File: src/rtl/core/ibt_pkg.sv
// Package: types, constants and codes of the interval booking table.
`timescale 1ns / 1ps
package ibt_pkg;

    localparam int SLOT_DEPTH  = 96;
    localparam int TIME_BITS   = 16;
    localparam int RES_COUNT   = 256;
    localparam int RES_W       = $clog2(RES_COUNT);
    localparam int LIM_W       = $clog2(RES_COUNT + 1);
    localparam int IDX_W       = $clog2(SLOT_DEPTH);
    localparam int CNT_W       = $clog2(SLOT_DEPTH + 1);
    localparam int MIN_W       = 23;
    localparam int CMD_W       = 3;
    localparam int STAT_W      = 2;

    // Free-resource search walks the busy map in chunks of this many bits.
    localparam int FM_CHUNK    = (RES_COUNT < 16) ? RES_COUNT : 16;
    localparam int FM_CHUNKS   = RES_COUNT / FM_CHUNK;
    localparam int FM_OFS_W    = $clog2(FM_CHUNK);
    localparam int FM_CHK_W    = (FM_CHUNKS > 1) ? $clog2(FM_CHUNKS) : 1;

    typedef enum logic [CMD_W-1:0] {
        CMD_ADD    = 3'd0,
        CMD_BOOK   = 3'd1,
        CMD_CANCEL = 3'd2,
        CMD_TOTAL  = 3'd3,
        CMD_FREE   = 3'd4
    } t_cmd;

    typedef enum logic [STAT_W-1:0] {
        ST_OK       = 2'd0,
        ST_INVALID  = 2'd1,
        ST_CONFLICT = 2'd2,
        ST_NONE     = 2'd3
    } t_status;

    typedef enum logic [1:0] {
        S_IDLE,
        S_SCAN,
        S_SEARCH,
        S_RESP
    } t_state;

    typedef struct packed {
        logic [TIME_BITS-1:0] t_begin;
        logic [TIME_BITS-1:0] t_end;
        logic [RES_W-1:0]     res;
        logic                 held;
    } t_entry;

    typedef struct packed {
        logic             clr;
        logic             set;
        logic [RES_W-1:0] set_id;
        logic             step;
    } t_fm_ctl;

    typedef struct packed {
        logic             hit;
        logic             miss;
        logic [RES_W-1:0] id;
    } t_fm_sts;

endpackage

File: src/rtl/core/ibt_table_ram.sv
// Entry table memory: one write port, one read port, registered read data.
`timescale 1ns / 1ps
module ibt_table_ram (
    input  logic                      i_clk,
    input  logic                      i_we,
    input  logic [ibt_pkg::IDX_W-1:0] i_waddr,
    input  ibt_pkg::t_entry           i_wdata,
    input  logic                      i_re,
    input  logic [ibt_pkg::IDX_W-1:0] i_raddr,
    output ibt_pkg::t_entry           o_rdata
);
    import ibt_pkg::*;

    t_entry mem [SLOT_DEPTH];
    t_entry r_rdata;

    always_ff @(posedge i_clk) begin
        if (i_we) begin
            mem[i_waddr] <= i_wdata;
        end
    end

    always_ff @(posedge i_clk) begin
        if (i_re) begin
            r_rdata <= mem[i_raddr];
        end
    end

    assign o_rdata = r_rdata;

endmodule

File: config.mk
export PLATFORM = sky130hd
export DESIGN_NAME = ibt_table_ram
export DESIGN_NICKNAME = d
export VERILOG_FILES = /design/src/rtl/core/ibt_pkg.sv /design/src/rtl/core/ibt_table_ram.sv
export SDC_FILE = /design/constraint.sdc
export NUM_CORES = 2
export LEC_CHECK = 0
export BUFFER_PORTS_ARGS = -buffer_cell sky130_fd_sc_hd__buf_2
export CORE_MARGIN = 8
export CORE_UTILIZATION = 40
export DETAILED_ROUTE_END_ITERATION = 10
export GPL_TIMING_DRIVEN = 0
export HOLD_SLACK_MARGIN = 0.03
export RECOVER_POWER = 100
export SYNTH_ARGS = -nofsm -noshare
export SYNTH_HDL_FRONTEND = slang
export SYNTH_SLANG_ARGS = --single-unit
File: constraint.sdc
create_clock -name i_clk -period 4.3 [get_ports i_clk]
set_input_delay 0.43 -clock i_clk [delete_from_list [all_inputs] [get_ports i_clk]]
set_output_delay 0.43 -clock i_clk [all_outputs]
set_load 0.05 [all_outputs]
==> flow_metrics.tcl <==
set metrics [dict create \
    layout.cells.non_filler 12900 \
    setup_ws_ns -0.423 \
    grt_pass1_vias 79500 \
    tightest_slew_ns 4.95 \
    grt_pass1_wl_um 743000 \
    multiInputGateArea_mm2 0.0303 \
    cts_buffer_depth 4 \
    syn_area_mm2 0.152 \
    leakagePower_uw 0.0542 \
    synthFlopType "edfxtp_1" \
    clk_latency_ns 1.00 \
    wl_per_cell_um 44.2 \
    max_cap_violations 219 \
    dp_hpwl_um 398000 \
    crit_required_ns 5.06 \
    setup_viol 515 \
    dieArea_mm2 0.400 \
    clk_pin_slew_worst_paths_ns 0.06 \
    antenna_left 0 \
    timing.fmax_ghz 0.212 \
    grt_max_degree 97 \
    cp_slowest_cell "clkbuf_1" \
    yosys-top-cells-area "edfxtp_1, mux4_2, mux2i_1" \
    slew_headroom_pct -230 \
    gp_congestion 0.916 \
    synth_largest_area_cell "edfxtp_1" \
    violations "capacitance limit, slew limit, setup timing" \
    root_buffer "clkbuf_16" \
    cts_tree "built" \
    synth-seq-cells 3977 \
    cts_buffers 407 \
    post_dp_cell_area_mm2 0.166 \
    cp_max_fo 11 \
    fin_worst_skew_ns 0.0647 \
    totalWireLength_um 572000 \
    drv_slew 6051 \
    drt_iter0_drc 15600 \
    yosys_warnings 0 \
    io_pins 99 \
    critPathMaxStageDelay_ns 1.08 \
    min_period_ns 4.72 \
    io_buffer_count 92 \
    synth_cell_types 51 \
    viasPerCell 6.50 \
    rows 226 \
    via_count 84100 \
    route.detailed.drc 0 \
    area_delta_synth_final_pct 14.3 \
    arrival_ns 5.48 \
    initial_utilization_pct 40.1 \
    fin_area_mm2 0.174 \
    outcome "complete, but fails checks" \
    vdd.ir_drop.worst_uv 376 \
    yosysTopAreaCellShare_pct 78.7 \
    grtUsageTotal_pct 27.9 \
    power_density_mw_per_mm2 477 \
    async_flop_share_pct 0 \
    coreArea_mm2 0.378 \
    avgSynthCellArea_um2 22.6 \
    netlist_instances 6717 \
    path_cells "buf_2, clkdlybuf4s15_1, clkbuf_2, clkbuf_1, o21ai_0, a211oi_1, a22oi_1, nand3_1" \
    die-height_um 632 \
    ys_seq_area_share_pct 78.7 \
    synth_fp_nets 6775 \
    ff_latch_area_mm2 0.119 \
    h-tree-depth 5 \
    cts_setup_buffers 0 \
    min_path_type "input port to flop" \
    min_period_over_period_pct 110 \
    placed_cells 12100 \
    critical_path_class "input port to flop" \
    firstDrtPassIters 7 \
    grt_remaining_overflow 0 \
    start_kind "input port" \
    cts.sinks 3977 \
    drive_gt1_share_pct 23.3 \
    synth_edf_count 3977 \
    fill_cells 31400 \
    antenna_found_initial 63 \
    die_w_um 632 \
    end_kind "flop" \
    hold_viol_final 0 \
    final_nets 7619 \
]
routing by layer:
layer | global-route usage, % | share of wire, %
met1 | 36.1 | 34
met2 | 41.4 | 43
met3 | 9.11 | 15
met4 | 16.2 | 7.8
met5 | 0.0239 | 0.061
cells in the mapped netlist, types with 15 or more instances:
cell type	count
buf_1	28
buf_2	85
a22oi_1	103
o21ai_0	60
nand2b_1	15
nor3_1	33
edfxtp_1	3977
a21oi_1	85
and2_1	20
a31oi_1	22
mux4_2	896
nor2b_1	19
nor2_1	158
nand2_1	199
a211oi_1	26
o22ai_1	95
mux2_2	27
nand3_1	58
clkbuf_1	129
mux2i_1	363
a221oi_1	43
buf_4	71
a22o_1	33
buf_6	48
area by class of cell:
cell class | instances | area share (%)
antenna | 40 | 0.0577
buffer | 360 | 1.28
clock buffer | 495 | 6.12
clock inverter | 241 | 1.35
inverter | 2 | 0.00433
multi-input combinational | 2376 | 17.5
sequential | 3977 | 68.8
tap | 5016 | 3.62
timing repair buffer | 437 | 1.30
repair_timing:
action | 4_1_cts | 5_1_grt
gates resized for setup | 35 | 11
hold buffers | 19 | 0
endpoints found under the setup margin | 25 | 8
endpoints found under the hold margin | 470 | 0
cloned | 0 | 0
critical path, delay by kind of cell:
| family | cells | cell delay [ns] |
|---|---|---|
| compound gates | 3 | 1.53 |
| buf+inv | 4 | 3.10 |
| simple gates | 1 | 0.32 |
per-stage QoR:
step | utilization (%) | worst slack [ns] | hold slack (ns) | power [µW] | setup TNS, ns
2_1_floorplan | - | 0.0410 | 0.529 | 45900 | 0
3_3_place_gp | 41.9 | -7.20 | 0.985 | 48300 | -
3_5_place_dp | 43.9 | -1.69 | 0.704 | 48500 | -45.59
4_1_cts | 47.4 | 0.0186 | 0.0394 | 82800 | 0
5_1_grt | 45.9 | -0.0163 | 0.200 | 84300 | -0.0163
6_report | 45.9 | -0.423 | 0.179 | 82800 | -55.54
placed cells by master, fill, tap and decap left out, drive strengths merged, types with 8 or more instances in the layout:
cell type and instances:
a22o 33, nand2 199, mux2i 363, o21ai 68
a2111oi 10, nor2b 19, clkdlybuf4s15 8, nand3 58
clkbuf 1018, o22ai 95, edfxtp 3977, a221oi 43
mux2 27, nand2b 15, nor3 33, mux4 896
a211oi 26, bufinv 36, clkinvlp 15, diode 40
a21oi 85, clkinv 175, buf 241, o2111ai 8
or3 8, inv 17, a22oi 103, and2 20
dlygate4sd3 19, o211ai 12, a31oi 22, nor4 13
nor2 158, a32o 10
where the power goes:
part	switching [µW]	internal [µW]	leakage, µW
logic	3470	1340	0.0122
registers	45.1	43000	0.0358
clock network	15200	19800	0.00628
total	18800	64100	0.0542
cells by family (layout without fill, tap and decap cells):
| group | Yosys count | count (layout) | synth area share (%) |
|---|---|---|---|
| and+or+nand+nor | 545 | 545 | 1.59 |
| buffers and inverters | 364 | 1535 | 1.39 |
| other | 0 | 40 | 0 |
| muxes | 1286 | 1286 | 15.9 |
| AOI/OAI and AO/OA | 545 | 545 | 2.47 |
| DFF | 3977 | 3977 | 78.7 |
sequential cells by signal (all words and copies together), names as in the netlist:
signal / count
o_rdata: 41
mem: 3936
final timing paths:
kind | from | to | slack, ns | cells after the start
max | i_raddr[6] | o_rdata[10] | -0.42 | 8
min | i_waddr[1] | mem[46][7] | 0.18 | 3
max reg2reg | mem[23][17] | o_rdata[17] | 1.07 | 5
min reg2reg | mem[4][37] | o_rdata[37] | 1.04 | 4
(Power assumes the default switching activity.)
