--- config.mk ---
export PLATFORM = sky130hd
export DESIGN_NAME = ibt_free_map
export DESIGN_NICKNAME = d
export VERILOG_FILES = /design/src/rtl/core/ibt_pkg.sv /design/src/rtl/core/ibt_free_map.sv
export SDC_FILE = /design/constraint.sdc
export NUM_CORES = 1
export LEC_CHECK = 0
export ABC_AREA = 1
export BUFFER_PORTS_ARGS = -buffer_cell sky130_fd_sc_hd__buf_2
export CORE_MARGIN = 2
export CORE_UTILIZATION = 47
export DETAILED_ROUTE_END_ITERATION = 10
export PLACE_DENSITY = 0.74
export REMOVE_ABC_BUFFERS = 1
export SYNTH_ARGS = -nofsm -noshare
export SYNTH_HDL_FRONTEND = slang
export SYNTH_SLANG_ARGS = --single-unit
--- constraint.sdc ---
create_clock -name i_clk -period 3.1 [get_ports i_clk]
set_input_delay 0.31 -clock i_clk [delete_from_list [all_inputs] [get_ports i_clk]]
set_output_delay 0.31 -clock i_clk [all_outputs]
set_load 0.05 [all_outputs]
--- src/rtl/core/ibt_pkg.sv ---
// Package: types, constants and codes of the interval booking table.
`timescale 1ns / 1ps
package ibt_pkg;

    localparam int SLOT_DEPTH  = 96;
    localparam int TIME_BITS   = 16;
    localparam int RES_COUNT   = 256;
    localparam int RES_W       = $clog2(RES_COUNT);
    localparam int LIM_W       = $clog2(RES_COUNT + 1);
    localparam int IDX_W       = $clog2(SLOT_DEPTH);
    localparam int CNT_W       = $clog2(SLOT_DEPTH + 1);
    localparam int MIN_W       = 23;
    localparam int CMD_W       = 3;
    localparam int STAT_W      = 2;

    // Free-resource search walks the busy map in chunks of this many bits.
    localparam int FM_CHUNK    = (RES_COUNT < 16) ? RES_COUNT : 16;
    localparam int FM_CHUNKS   = RES_COUNT / FM_CHUNK;
    localparam int FM_OFS_W    = $clog2(FM_CHUNK);
    localparam int FM_CHK_W    = (FM_CHUNKS > 1) ? $clog2(FM_CHUNKS) : 1;

    typedef enum logic [CMD_W-1:0] {
        CMD_ADD    = 3'd0,
        CMD_BOOK   = 3'd1,
        CMD_CANCEL = 3'd2,
        CMD_TOTAL  = 3'd3,
        CMD_FREE   = 3'd4
    } t_cmd;

    typedef enum logic [STAT_W-1:0] {
        ST_OK       = 2'd0,
        ST_INVALID  = 2'd1,
        ST_CONFLICT = 2'd2,
        ST_NONE     = 2'd3
    } t_status;

    typedef enum logic [1:0] {
        S_IDLE,
        S_SCAN,
        S_SEARCH,
        S_RESP
    } t_state;

    typedef struct packed {
        logic [TIME_BITS-1:0] t_begin;
        logic [TIME_BITS-1:0] t_end;
        logic [RES_W-1:0]     res;
        logic                 held;
    } t_entry;

    typedef struct packed {
        logic             clr;
        logic             set;
        logic [RES_W-1:0] set_id;
        logic             step;
    } t_fm_ctl;

    typedef struct packed {
        logic             hit;
        logic             miss;
        logic [RES_W-1:0] id;
    } t_fm_sts;

endpackage

--- src/rtl/core/ibt_free_map.sv ---
// Busy map of resources and a chunked search for the lowest free one.
`timescale 1ns / 1ps
module ibt_free_map (
    input  logic                      i_clk,
    input  logic                      i_rst_n,
    input  ibt_pkg::t_fm_ctl          i_ctl,
    input  logic [ibt_pkg::LIM_W-1:0] i_limit,
    output ibt_pkg::t_fm_sts          o_sts
);
    import ibt_pkg::*;

    logic [RES_COUNT-1:0] r_busy;
    logic [FM_CHK_W-1:0]  r_chunk;
    logic [FM_CHK_W-1:0]  n_chunk;
    logic [FM_CHUNK-1:0]  cand;
    logic [FM_OFS_W-1:0]  pick;
    logic [RES_W-1:0]     slot_id;
    logic                 last_chunk;

    always_comb begin
        cand = '0;
        for (int j = 0; j < FM_CHUNK; j++) begin
            slot_id = RES_W'(r_chunk) * RES_W'(FM_CHUNK) + RES_W'(j);
            cand[j] = !r_busy[slot_id] && (LIM_W'(slot_id) < i_limit);
        end
        slot_id = '0;
    end

    // Lowest set bit of the chunk wins.
    always_comb begin
        pick = '0;
        for (int j = FM_CHUNK - 1; j >= 0; j--) begin
            if (cand[j]) begin
                pick = FM_OFS_W'(j);
            end
        end
    end

    assign last_chunk = (r_chunk == FM_CHK_W'(FM_CHUNKS - 1));

    always_comb begin
        o_sts.hit  = i_ctl.step && (|cand);
        o_sts.miss = i_ctl.step && !(|cand) && last_chunk;
        o_sts.id   = RES_W'(r_chunk) * RES_W'(FM_CHUNK) + RES_W'(pick);
        n_chunk    = r_chunk;
        if (i_ctl.clr) begin
            n_chunk = '0;
        end else if (i_ctl.step && !(|cand) && !last_chunk) begin
            n_chunk = r_chunk + 1'b1;
        end
    end

    always_ff @(posedge i_clk) begin
        if (!i_rst_n) begin
            r_chunk <= '0;
        end else begin
            r_chunk <= n_chunk;
        end
    end

    always_ff @(posedge i_clk) begin
        if (i_ctl.clr) begin
            r_busy <= '0;
        end else if (i_ctl.set) begin
            r_busy[i_ctl.set_id] <= 1'b1;
        end
    end

endmodule

==> results of run 1 <==
==> cell usage in the layout, fill, tap and decap left out, drive strengths merged, types with 5 or more instances in the layout <==
master,synthesis,final
nor2,270,270
dfxtp,260,260
ha,6,6
o211ai,8,8
clkbuf,65,44
nand3,39,39
buf,44,134
nand2,256,256
o2111ai,5,5
a31oi,6,6
o22ai,12,12
inv,126,125
clkinv,1,5
a21oi,340,340
nor3,20,20
o21ai,116,116
==> metrics by stage <==
stage	instance area, sq um	worst slack, ns	total power [mW]
after floorplan	10700	-3.81	3.51
after global placement	11900	0.0343	3.65
after detailed placement	11900	-0.0254	3.65
after CTS	13600	-0.192	7.01
after global routing	13800	-0.417	7.17
final	13800	-0.296	6.99
==> synth_stat cells, types with 2 or more instances <==
cell type	number
nor2_2	4
o21ai_1	20
a21oi_1	339
buf_6	8
clkbuf_1	65
nor2_4	2
a22oi_1	3
nor3_1	20
inv_2	3
a221oi_1	2
dfxtp_1	260
inv_1	123
o211ai_1	8
a211oi_1	3
nand4_1	3
o21ai_0	96
buf_2	24
ha_1	6
a21boi_0	2
buf_4	10
o22ai_1	11
o2111ai_1	3
a31oi_1	6
o2111ai_2	2
nand2_1	255
nand3_1	38
nor2_1	264
==> layout make-up <==
class	count	share of cell area, %
Inverter	127	3.59
Tap cell	319	2.90
Timing Repair Buffer	134	9.90
Clock buffer	44	6.27
Clock inverter	5	0.546
Sequential cell	260	37.9
Antenna cell	1	0.0182
Multi-Input combinational cell	1098	38.9
==> state kept, by name, summed over array words and instances (netlist names) <==
name     flops
r_busy     256
r_chunk      4
==> power by group through the flow <==
| stage | sequential (mW) | clock, mW | combinational [mW] |
|---|---|---|---|
| finish | 3.35 | 3.39 | 0.248 |
| global route | 3.35 | 3.55 | 0.267 |
| CTS | 3.35 | 3.42 | 0.238 |
| detailed placement | 3.42 | 0 | 0.227 |
| global placement | 3.42 | 0 | 0.226 |
| floorplan | 3.42 | 0 | 0.0861 |
==> routing by layer <==
metal  GRT usage, %  wire (um)
met1           36.0      14900
met2           45.4      17000
met3           4.27       2650
met4           11.3       1290
met5              0          0
==> how the worst max path moves through the flow <==
stage                     from         end  slack [ns]
floorplan           r_chunk[0]    o_sts[2]       -3.81
CTS                 r_chunk[2]    o_sts[0]       -0.19
detailed placement  i_limit[7]    o_sts[0]       -0.03
finish              r_chunk[0]  r_chunk[2]       -0.30
global placement    i_limit[7]    o_sts[0]        0.03
global route        r_chunk[0]    o_sts[0]       -0.42
==> cell families (layout without fill, tap and decap cells) <==
family / count (synthesis) / in the layout / synth area share [%]
other: 0 / 1 / 0
AND/OR/NAND/NOR: 591 / 591 / 20.7
AO/OA/AOI/OAI: 500 / 500 / 23.3
adder cells (fa/ha/maj): 6 / 6 / 0.665
buffers and inverters: 236 / 310 / 9.12
flip-flops: 260 / 260 / 46.1
XOR/XNOR: 1 / 1 / 0.0776
==> worst max-delay path, stage by stage, from the launching register on <==
cell and delay, ns:
dfxtp_4 0.39, clkinv_8 0.08, buf_12 0.11, buf_16 0.12, buf_6 0.11, buf_6 0.12
o21ai_1 0.06, o22ai_1 0.19, nand2_1 0.09, nand2_1 0.08, nand3b_1 0.15, buf_4 0.14
nand2_2 0.05, nor2_1 0.21, nand2_2 0.11, nor2_4 0.13, nand3_2 0.09, buf_4 0.14
buf_4 0.12, buf_4 0.12, buf_4 0.12, buf_4 0.12, buf_4 0.12, buf_4 0.12
o21ai_1 0.13, nor2_1 0.06
==> timing repair <==
action,4_1_cts,5_1_grt
gates resized for setup,92,29
hold buffers,0,0
pin swaps,33,22
endpoints found under the setup margin,6,7
setup buffers,23,5
gates cloned,7,0
==> tab_implementation.tex, run 1 <==
\begin{tabular}{lr}
\hline
Metric & Value \\
\hline
\multicolumn{2}{l}{\textbf{Place}} \\
\quad Post-detailed-placement half-perimeter wirelength & roughly 21000 um \\
\quad Final weighted congestion in routability-driven placement & 0.943 \\
\quad Count of buffers inserted at the top-level ports & 31 \\
\quad Placed Instances & between 1500 and 2000 \\
\multicolumn{2}{l}{\textbf{Synthesis}} \\
\quad Post-synth ARST share & 0\% \\
\quad Yosys Warn Count & 0 \\
\quad Share of the synthesized area in the top cell type & a little under half \\
\quad Synth top area cells & dfxtp\_1 (46\%), a21oi\_1 (15\%), nor2\_1 (8.8\%) \\
\quad Count of unique library cells instantiated by Yosys & 41 \\
\quad Number of flops mapped to enable cells by yosys & 0 \\
\quad Combined area of all synthesized cells & roughly 11000 sq um \\
\quad Synthesized instance count & 1594 \\
\quad Area leader, netlist & dfxtp\_1 \\
\quad Fraction of the yosys area taken by sequential cells & 46.1\% \\
\quad Synthesis-stage register bit count & 260 \\
\quad Syn\_area\_per\_cell & just over 7 sq um \\
\quad Post-synth top flop & dfxtp\_1 \\
\multicolumn{2}{l}{\textbf{GRT}} \\
\quad Aggregate global-route resource usage & between 20\% and 30\% \\
\quad Largest net degree at the start of global routing & 88 \\
\quad Initial antenna violation count & 1 \\
\quad Global-route wire length before repair & roughly 57000 um \\
\quad Via count of the first global-routing pass & 10661 \\
\quad Overflow left after global routing & 0 \\
\multicolumn{2}{l}{\textbf{Cells and area}} \\
\quad Net count reported at finish & $\sim$1700 \\
\quad Final cell count without fillers & approximately 2000 \\
\quad Syn-to-layout area delta & 21.8\% \\
\quad Fraction of final layout cells with drive strength greater than 1 & between 10\% and 20\% \\
\quad Utilization after layout & between 50\% and 60\% \\
\quad Total area of multi-input combinational cells & around 5300 sq um \\
\quad FF+latch area & 5210 sq um \\
\quad Number of inserted filler cells in the final layout & between 2000 and 2500 \\
\multicolumn{2}{l}{\textbf{Timing}} \\
\quad Worst hold margin & around 0.13 ns \\
\quad Slew at the pin with the worst max-slew slack & between 0.5 and 0.6 ns \\
\quad Unrepaired setup endpoints after global routing & true \\
\quad Endpoints failing setup & 7 \\
\quad Max-slew violation count & 0 \\
\quad Max Fclk & 294 MHz \\
\quad Post-route setup TNS & -1.54 ns \\
\quad Worst relative slew slack & about three fifths \\
\quad Clock tree skew after final layout & between 0.015 and 0.02 ns \\
\quad Tcrit/Tclk final & 110\% \\
\quad Final hold vios & 0 \\
\quad Final period demand of the worst path & 3.40 ns \\
\quad Setup WS post-layout & -0.296 ns \\
\multicolumn{2}{l}{\textbf{Setup path}} \\
\quad Setup crit start kind & register \\
\quad Nature of the critical path endpoint & register \\
\quad Highest net fanout along the worst path & 8 \\
\quad Data arrival time of the critical path & 3.82 ns \\
\quad Worst-case reg-to-reg path depth & 25 \\
\quad Register-to-register path setup slack & -0.30 ns \\
\quad Reg2reg end & r\_chunk[2] \\
\quad Path type of the worst setup path & reg -> reg \\
\quad WP data required & about 3.5 ns \\
\quad Critical R2R Launch & r\_chunk[0] \\
\multicolumn{2}{l}{\textbf{Power and ir drop}} \\
\quad Combinational group share of total power & 3.6\% \\
\quad Net Sw Frac & between 20\% and 30\% \\
\quad Static Leakage & about 5.3 nW \\
\quad Flop pwr share & 48.0\% \\
\quad Cell-internal power & about 5.5 mW \\
\quad Pwr dens & 508 nW/um\^{}2 \\
\quad IR Drop Worst-Case VDD & between 0.0002 and 0.0003 V \\
\quad Switch Pwr & around 1.5 mW \\
\quad Share of power burned in the clock network & between 40\% and 50\% \\
\multicolumn{2}{l}{\textbf{Floorplan}} \\
\quad Ports & 32 \\
\quad Area of the core & between 20000 and 25000 sq um \\
\quad Die outline width & 159 um \\
\quad Floorplan die area & between 20000 and 30000 sq um \\
\quad Initial cell density of the core & between 40\% and 50\% \\
\quad Number of rows created at floorplan & 56 \\
\quad Die Ht & between 150 and 200 um \\
\multicolumn{2}{l}{\textbf{Routing}} \\
\quad Vias per cell & 5.63 \\
\quad Drt pass-1 iters & 6 \\
\quad Remaining routing DRC violations & 0 \\
\quad Number of vias in the routed layout & around 11000 \\
\quad Detailed-route wire length per cell & about 18 um \\
\quad Wire length after detailed routing & between 30000 and 40000 um \\
\quad Antenna viol nets, final & 0 \\
\quad DRT iter0 DRCs & approximately 1300 \\
\multicolumn{2}{l}{\textbf{Clock network}} \\
\quad H-tree depth reported by CTS & 1 \\
\quad Clock Tree Root & clkbuf\_16 \\
\quad Clock tree from TritonCTS & yes \\
\quad CTS sink count & 260 \\
\quad Clock-pin transition on the worst setup and hold timing paths & approximately 0.060 ns \\
\quad Clk Latency, worst-skew pair & 0.55 ns \\
\quad Maximum number of buffers from clock root to sink & 3 \\
\quad Number of buffers inserted during clock tree synthesis & 28 \\
\multicolumn{2}{l}{\textbf{Run status}} \\
\quad Violated checks & negative setup slack \\
\quad Run status & complete, but fails checks \\
\multicolumn{2}{l}{\textbf{Worst hold path}} \\
\quad Depth of the worst hold-timing path & 3 \\
\quad Beginning of the worst hold path & i\_ctl[0] \\
\quad Worst min-delay path category & in -> reg \\
\quad Hold-critical path endpoint & r\_chunk[3] \\
\multicolumn{2}{l}{\textbf{Job}} \\
\quad Max-Cap Viols & 0 \\
\hline
\end{tabular}
Note: power is estimated with default switching activity, not from simulation.
==> inputs of run 2 (changes only) <==
--- a/config.mk
+++ b/config.mk
@@ -6,7 +6,7 @@
 export NUM_CORES = 1
 export LEC_CHECK = 0
 export ABC_AREA = 1
-export BUFFER_PORTS_ARGS = -buffer_cell sky130_fd_sc_hd__buf_2
+export BUFFER_PORTS_ARGS = -buffer_cell sky130_fd_sc_hd__buf_4
 export CORE_MARGIN = 2
 export CORE_UTILIZATION = 47
 export DETAILED_ROUTE_END_ITERATION = 10
==> tab_implementation.tex, run 2 (synthesis gave the netlist of run 1 again) <==
\begin{tabular}{lr}
\hline
Metric & Value \\
\hline
\multicolumn{2}{l}{\textbf{Run status}} \\
\quad Run status & complete, but fails checks \\
\quad Violated checks & negative setup slack \\
\multicolumn{2}{l}{\textbf{Setup path}} \\
\quad Data arrival time of the critical path & a little over 3 ns \\
\quad Path type of the worst setup path & reg -> out \\
\quad Highest net fanout along the worst path & 4 \\
\quad Nature of the critical path endpoint & output pin \\
\quad WP data required & $\sim$2.8 ns \\
\quad Setup crit start kind & register \\
\multicolumn{2}{l}{\textbf{Timing}} \\
\quad Setup WS post-layout & -0.239 ns \\
\quad Slew at the pin with the worst max-slew slack & around 0.6 ns \\
\quad Final period demand of the worst path & roughly 3.3 ns \\
\quad Max-slew violation count & 0 \\
\quad Final hold vios & 0 \\
\quad Endpoints failing setup & 6 \\
\quad Max Fclk & roughly 300 MHz \\
\quad Tcrit/Tclk final & 108\% \\
\quad Unrepaired setup endpoints after global routing & true \\
\quad Clock tree skew after final layout & $\sim$0.009 ns \\
\quad Worst relative slew slack & around 59\% \\
\multicolumn{2}{l}{\textbf{Clock network}} \\
\quad Number of buffers inserted during clock tree synthesis & 27 \\
\quad Clock tree from TritonCTS & yes \\
\quad Clock-pin transition on the worst setup and hold timing paths & approximately 0.060 ns \\
\quad Maximum number of buffers from clock root to sink & 3 \\
\quad CTS sink count & 260 \\
\quad Clock Tree Root & clkbuf\_16 \\
\quad H-tree depth reported by CTS & 1 \\
\quad \# hold bufs at CTS & 0 \\
\quad Clk Latency, worst-skew pair & 0.53 ns \\
\multicolumn{2}{l}{\textbf{GRT}} \\
\quad Initial antenna violation count & 0 \\
\quad Aggregate global-route resource usage & approximately a quarter \\
\quad Overflow left after global routing & 0 \\
\quad Largest net degree at the start of global routing & around 120 \\
\quad Global-route wire length before repair & about 55000 um \\
\quad Via count of the first global-routing pass & around 10000 \\
\multicolumn{2}{l}{\textbf{Floorplan}} \\
\quad Die outline width & around 160 um \\
\quad Die Ht & roughly 160 um \\
\quad Area of the core & 23500 sq um \\
\quad Ports & 32 \\
\quad Initial cell density of the core & 48.0\% \\
\quad Number of rows created at floorplan & 56 \\
\quad Floorplan die area & around 25000 sq um \\
\multicolumn{2}{l}{\textbf{Place}} \\
\quad Final weighted congestion in routability-driven placement & 0.912 \\
\quad Count of buffers inserted at the top-level ports & 31 \\
\quad Post-detailed-placement half-perimeter wirelength & about 20000 um \\
\quad Placed inst area & between 10000 and 15000 sq um \\
\multicolumn{2}{l}{\textbf{Cells and area}} \\
\quad Leading cell type in the layout, fill and taps excluded & a21oi\_1 \\
\quad Diode insertion count for antenna repair & 0 \\
\quad Fraction of final layout cells with drive strength greater than 1 & about 15\% \\
\quad Cell area after layout & 13800 sq um \\
\quad Commonest non-fill, non-tap cells in the layout & a21oi\_1 (334), dfxtp\_1 (256), nor2\_1 (255) \\
\quad Utilization after layout & between 50\% and 60\% \\
\quad Register with the highest flop count & r\_busy \\
\quad Max reg flops & around 260 \\
\quad Net count reported at finish & 1674 \\
\quad Total area of multi-input combinational cells & 5330 sq um \\
\quad FF+latch area & between 5000 and 6000 sq um \\
\quad Registers with the most flip-flops & r\_busy x256, r\_chunk x4 \\
\quad Number of inserted filler cells in the final layout & about 2100 \\
\quad Syn-to-layout area delta & 21.9\% \\
\multicolumn{2}{l}{\textbf{Routing}} \\
\quad Drt pass-1 iters & 5 \\
\quad Detailed-route wire length per cell & $\sim$18 um \\
\quad Remaining routing DRC violations & 0 \\
\quad DRT iter0 DRCs & roughly 1300 \\
\quad Number of vias in the routed layout & between 10000 and 15000 \\
\quad Wire length after detailed routing & 34800 um \\
\quad Antenna viol nets, final & 0 \\
\quad Vias per cell & approximately 5.6 \\
\multicolumn{2}{l}{\textbf{Power and ir drop}} \\
\quad IR Drop Worst-Case VDD & 0.000258 V \\
\quad Overall power consumption & approximately 6.7 mW \\
\quad Static Leakage & roughly 5.3 nW \\
\quad Pwr dens & $\sim$490 nW/um\^{}2 \\
\multicolumn{2}{l}{\textbf{Worst hold path}} \\
\quad Worst min-delay path category & in -> reg \\
\multicolumn{2}{l}{\textbf{Job}} \\
\quad Max-Cap Viols & 0 \\
\hline
\end{tabular}
-- run 2: path summary, 6_finish.rpt --
check	from	end	slack, ns	depth (start not counted)
min	i_ctl[0]	r_chunk[3]	0.10	3
max	r_chunk[0]	o_sts[8]	-0.24	18
min reg2reg	r_busy[255]	r_busy[255]	0.45	2
max reg2reg	r_chunk[0]	r_chunk[0]	0.42	20
-- run 2: through the flow --
step           instances  TNS [ns]  hold WS [ns]  worst slack, ns
2_1_floorplan       1485    -32.72         0.379            -3.81
6_report            1986    -0.967         0.105           -0.239
4_1_cts             1981    -0.583         0.100           -0.162
3_3_place_gp        1901         0         0.434           0.0825
3_5_place_dp        1901  -0.00601         0.440         -0.00601
5_1_grt             1986     -1.82         0.121           -0.374
-- run 2: critical path: stages (launching register included) --
cell and delay, ns:
dfxtp_4 0.37, buf_12 0.13, ha_4 0.26, inv_2 0.04, nor2_4 0.14, buf_4 0.14
inv_1 0.05, nor2_4 0.10, inv_1 0.06, nor3_2 0.15, nor2_1 0.07, nand3_1 0.11
nand2_1 0.08, nor2_2 0.14, nand2_2 0.11, nor2_4 0.15, nand3_2 0.10, nor2_2 0.12
buf_6 0.16
-- run 2: layout make-up --
cell class	count	share of cell area [%]
Inverter	127	3.68
Clock buffer	40	5.85
Timing Repair Buffer	132	10.6
Clock inverter	10	0.427
Sequential cell	260	37.9
Multi-Input combinational cell	1098	38.7
Tap cell	319	2.90
-- run 2: power by group --
part           internal (mW)  switching (mW)
clock network           1.79            1.32
logic                 0.0648           0.188
registers               3.35         0.00313
-- run 2: timing repair --
item                       in CTS  in global routing
pin swaps                      34                 27
gates cloned                    8                  0
setup buffers                  23                  5
gates resized for setup        80                 40
setup endpoints to repair       6                  6
-- run 2: routing by layer --
metal | part of all wire (%) | track usage, % | vias to the layer above
met1 | 42 | 34.7 | 5227
met5 | 0 | 0 | -
li1 | - | - | 5344
met4 | 3.9 | 11.0 | 0
met2 | 46 | 43.7 | 458
met3 | 7.7 | 4.92 | 101
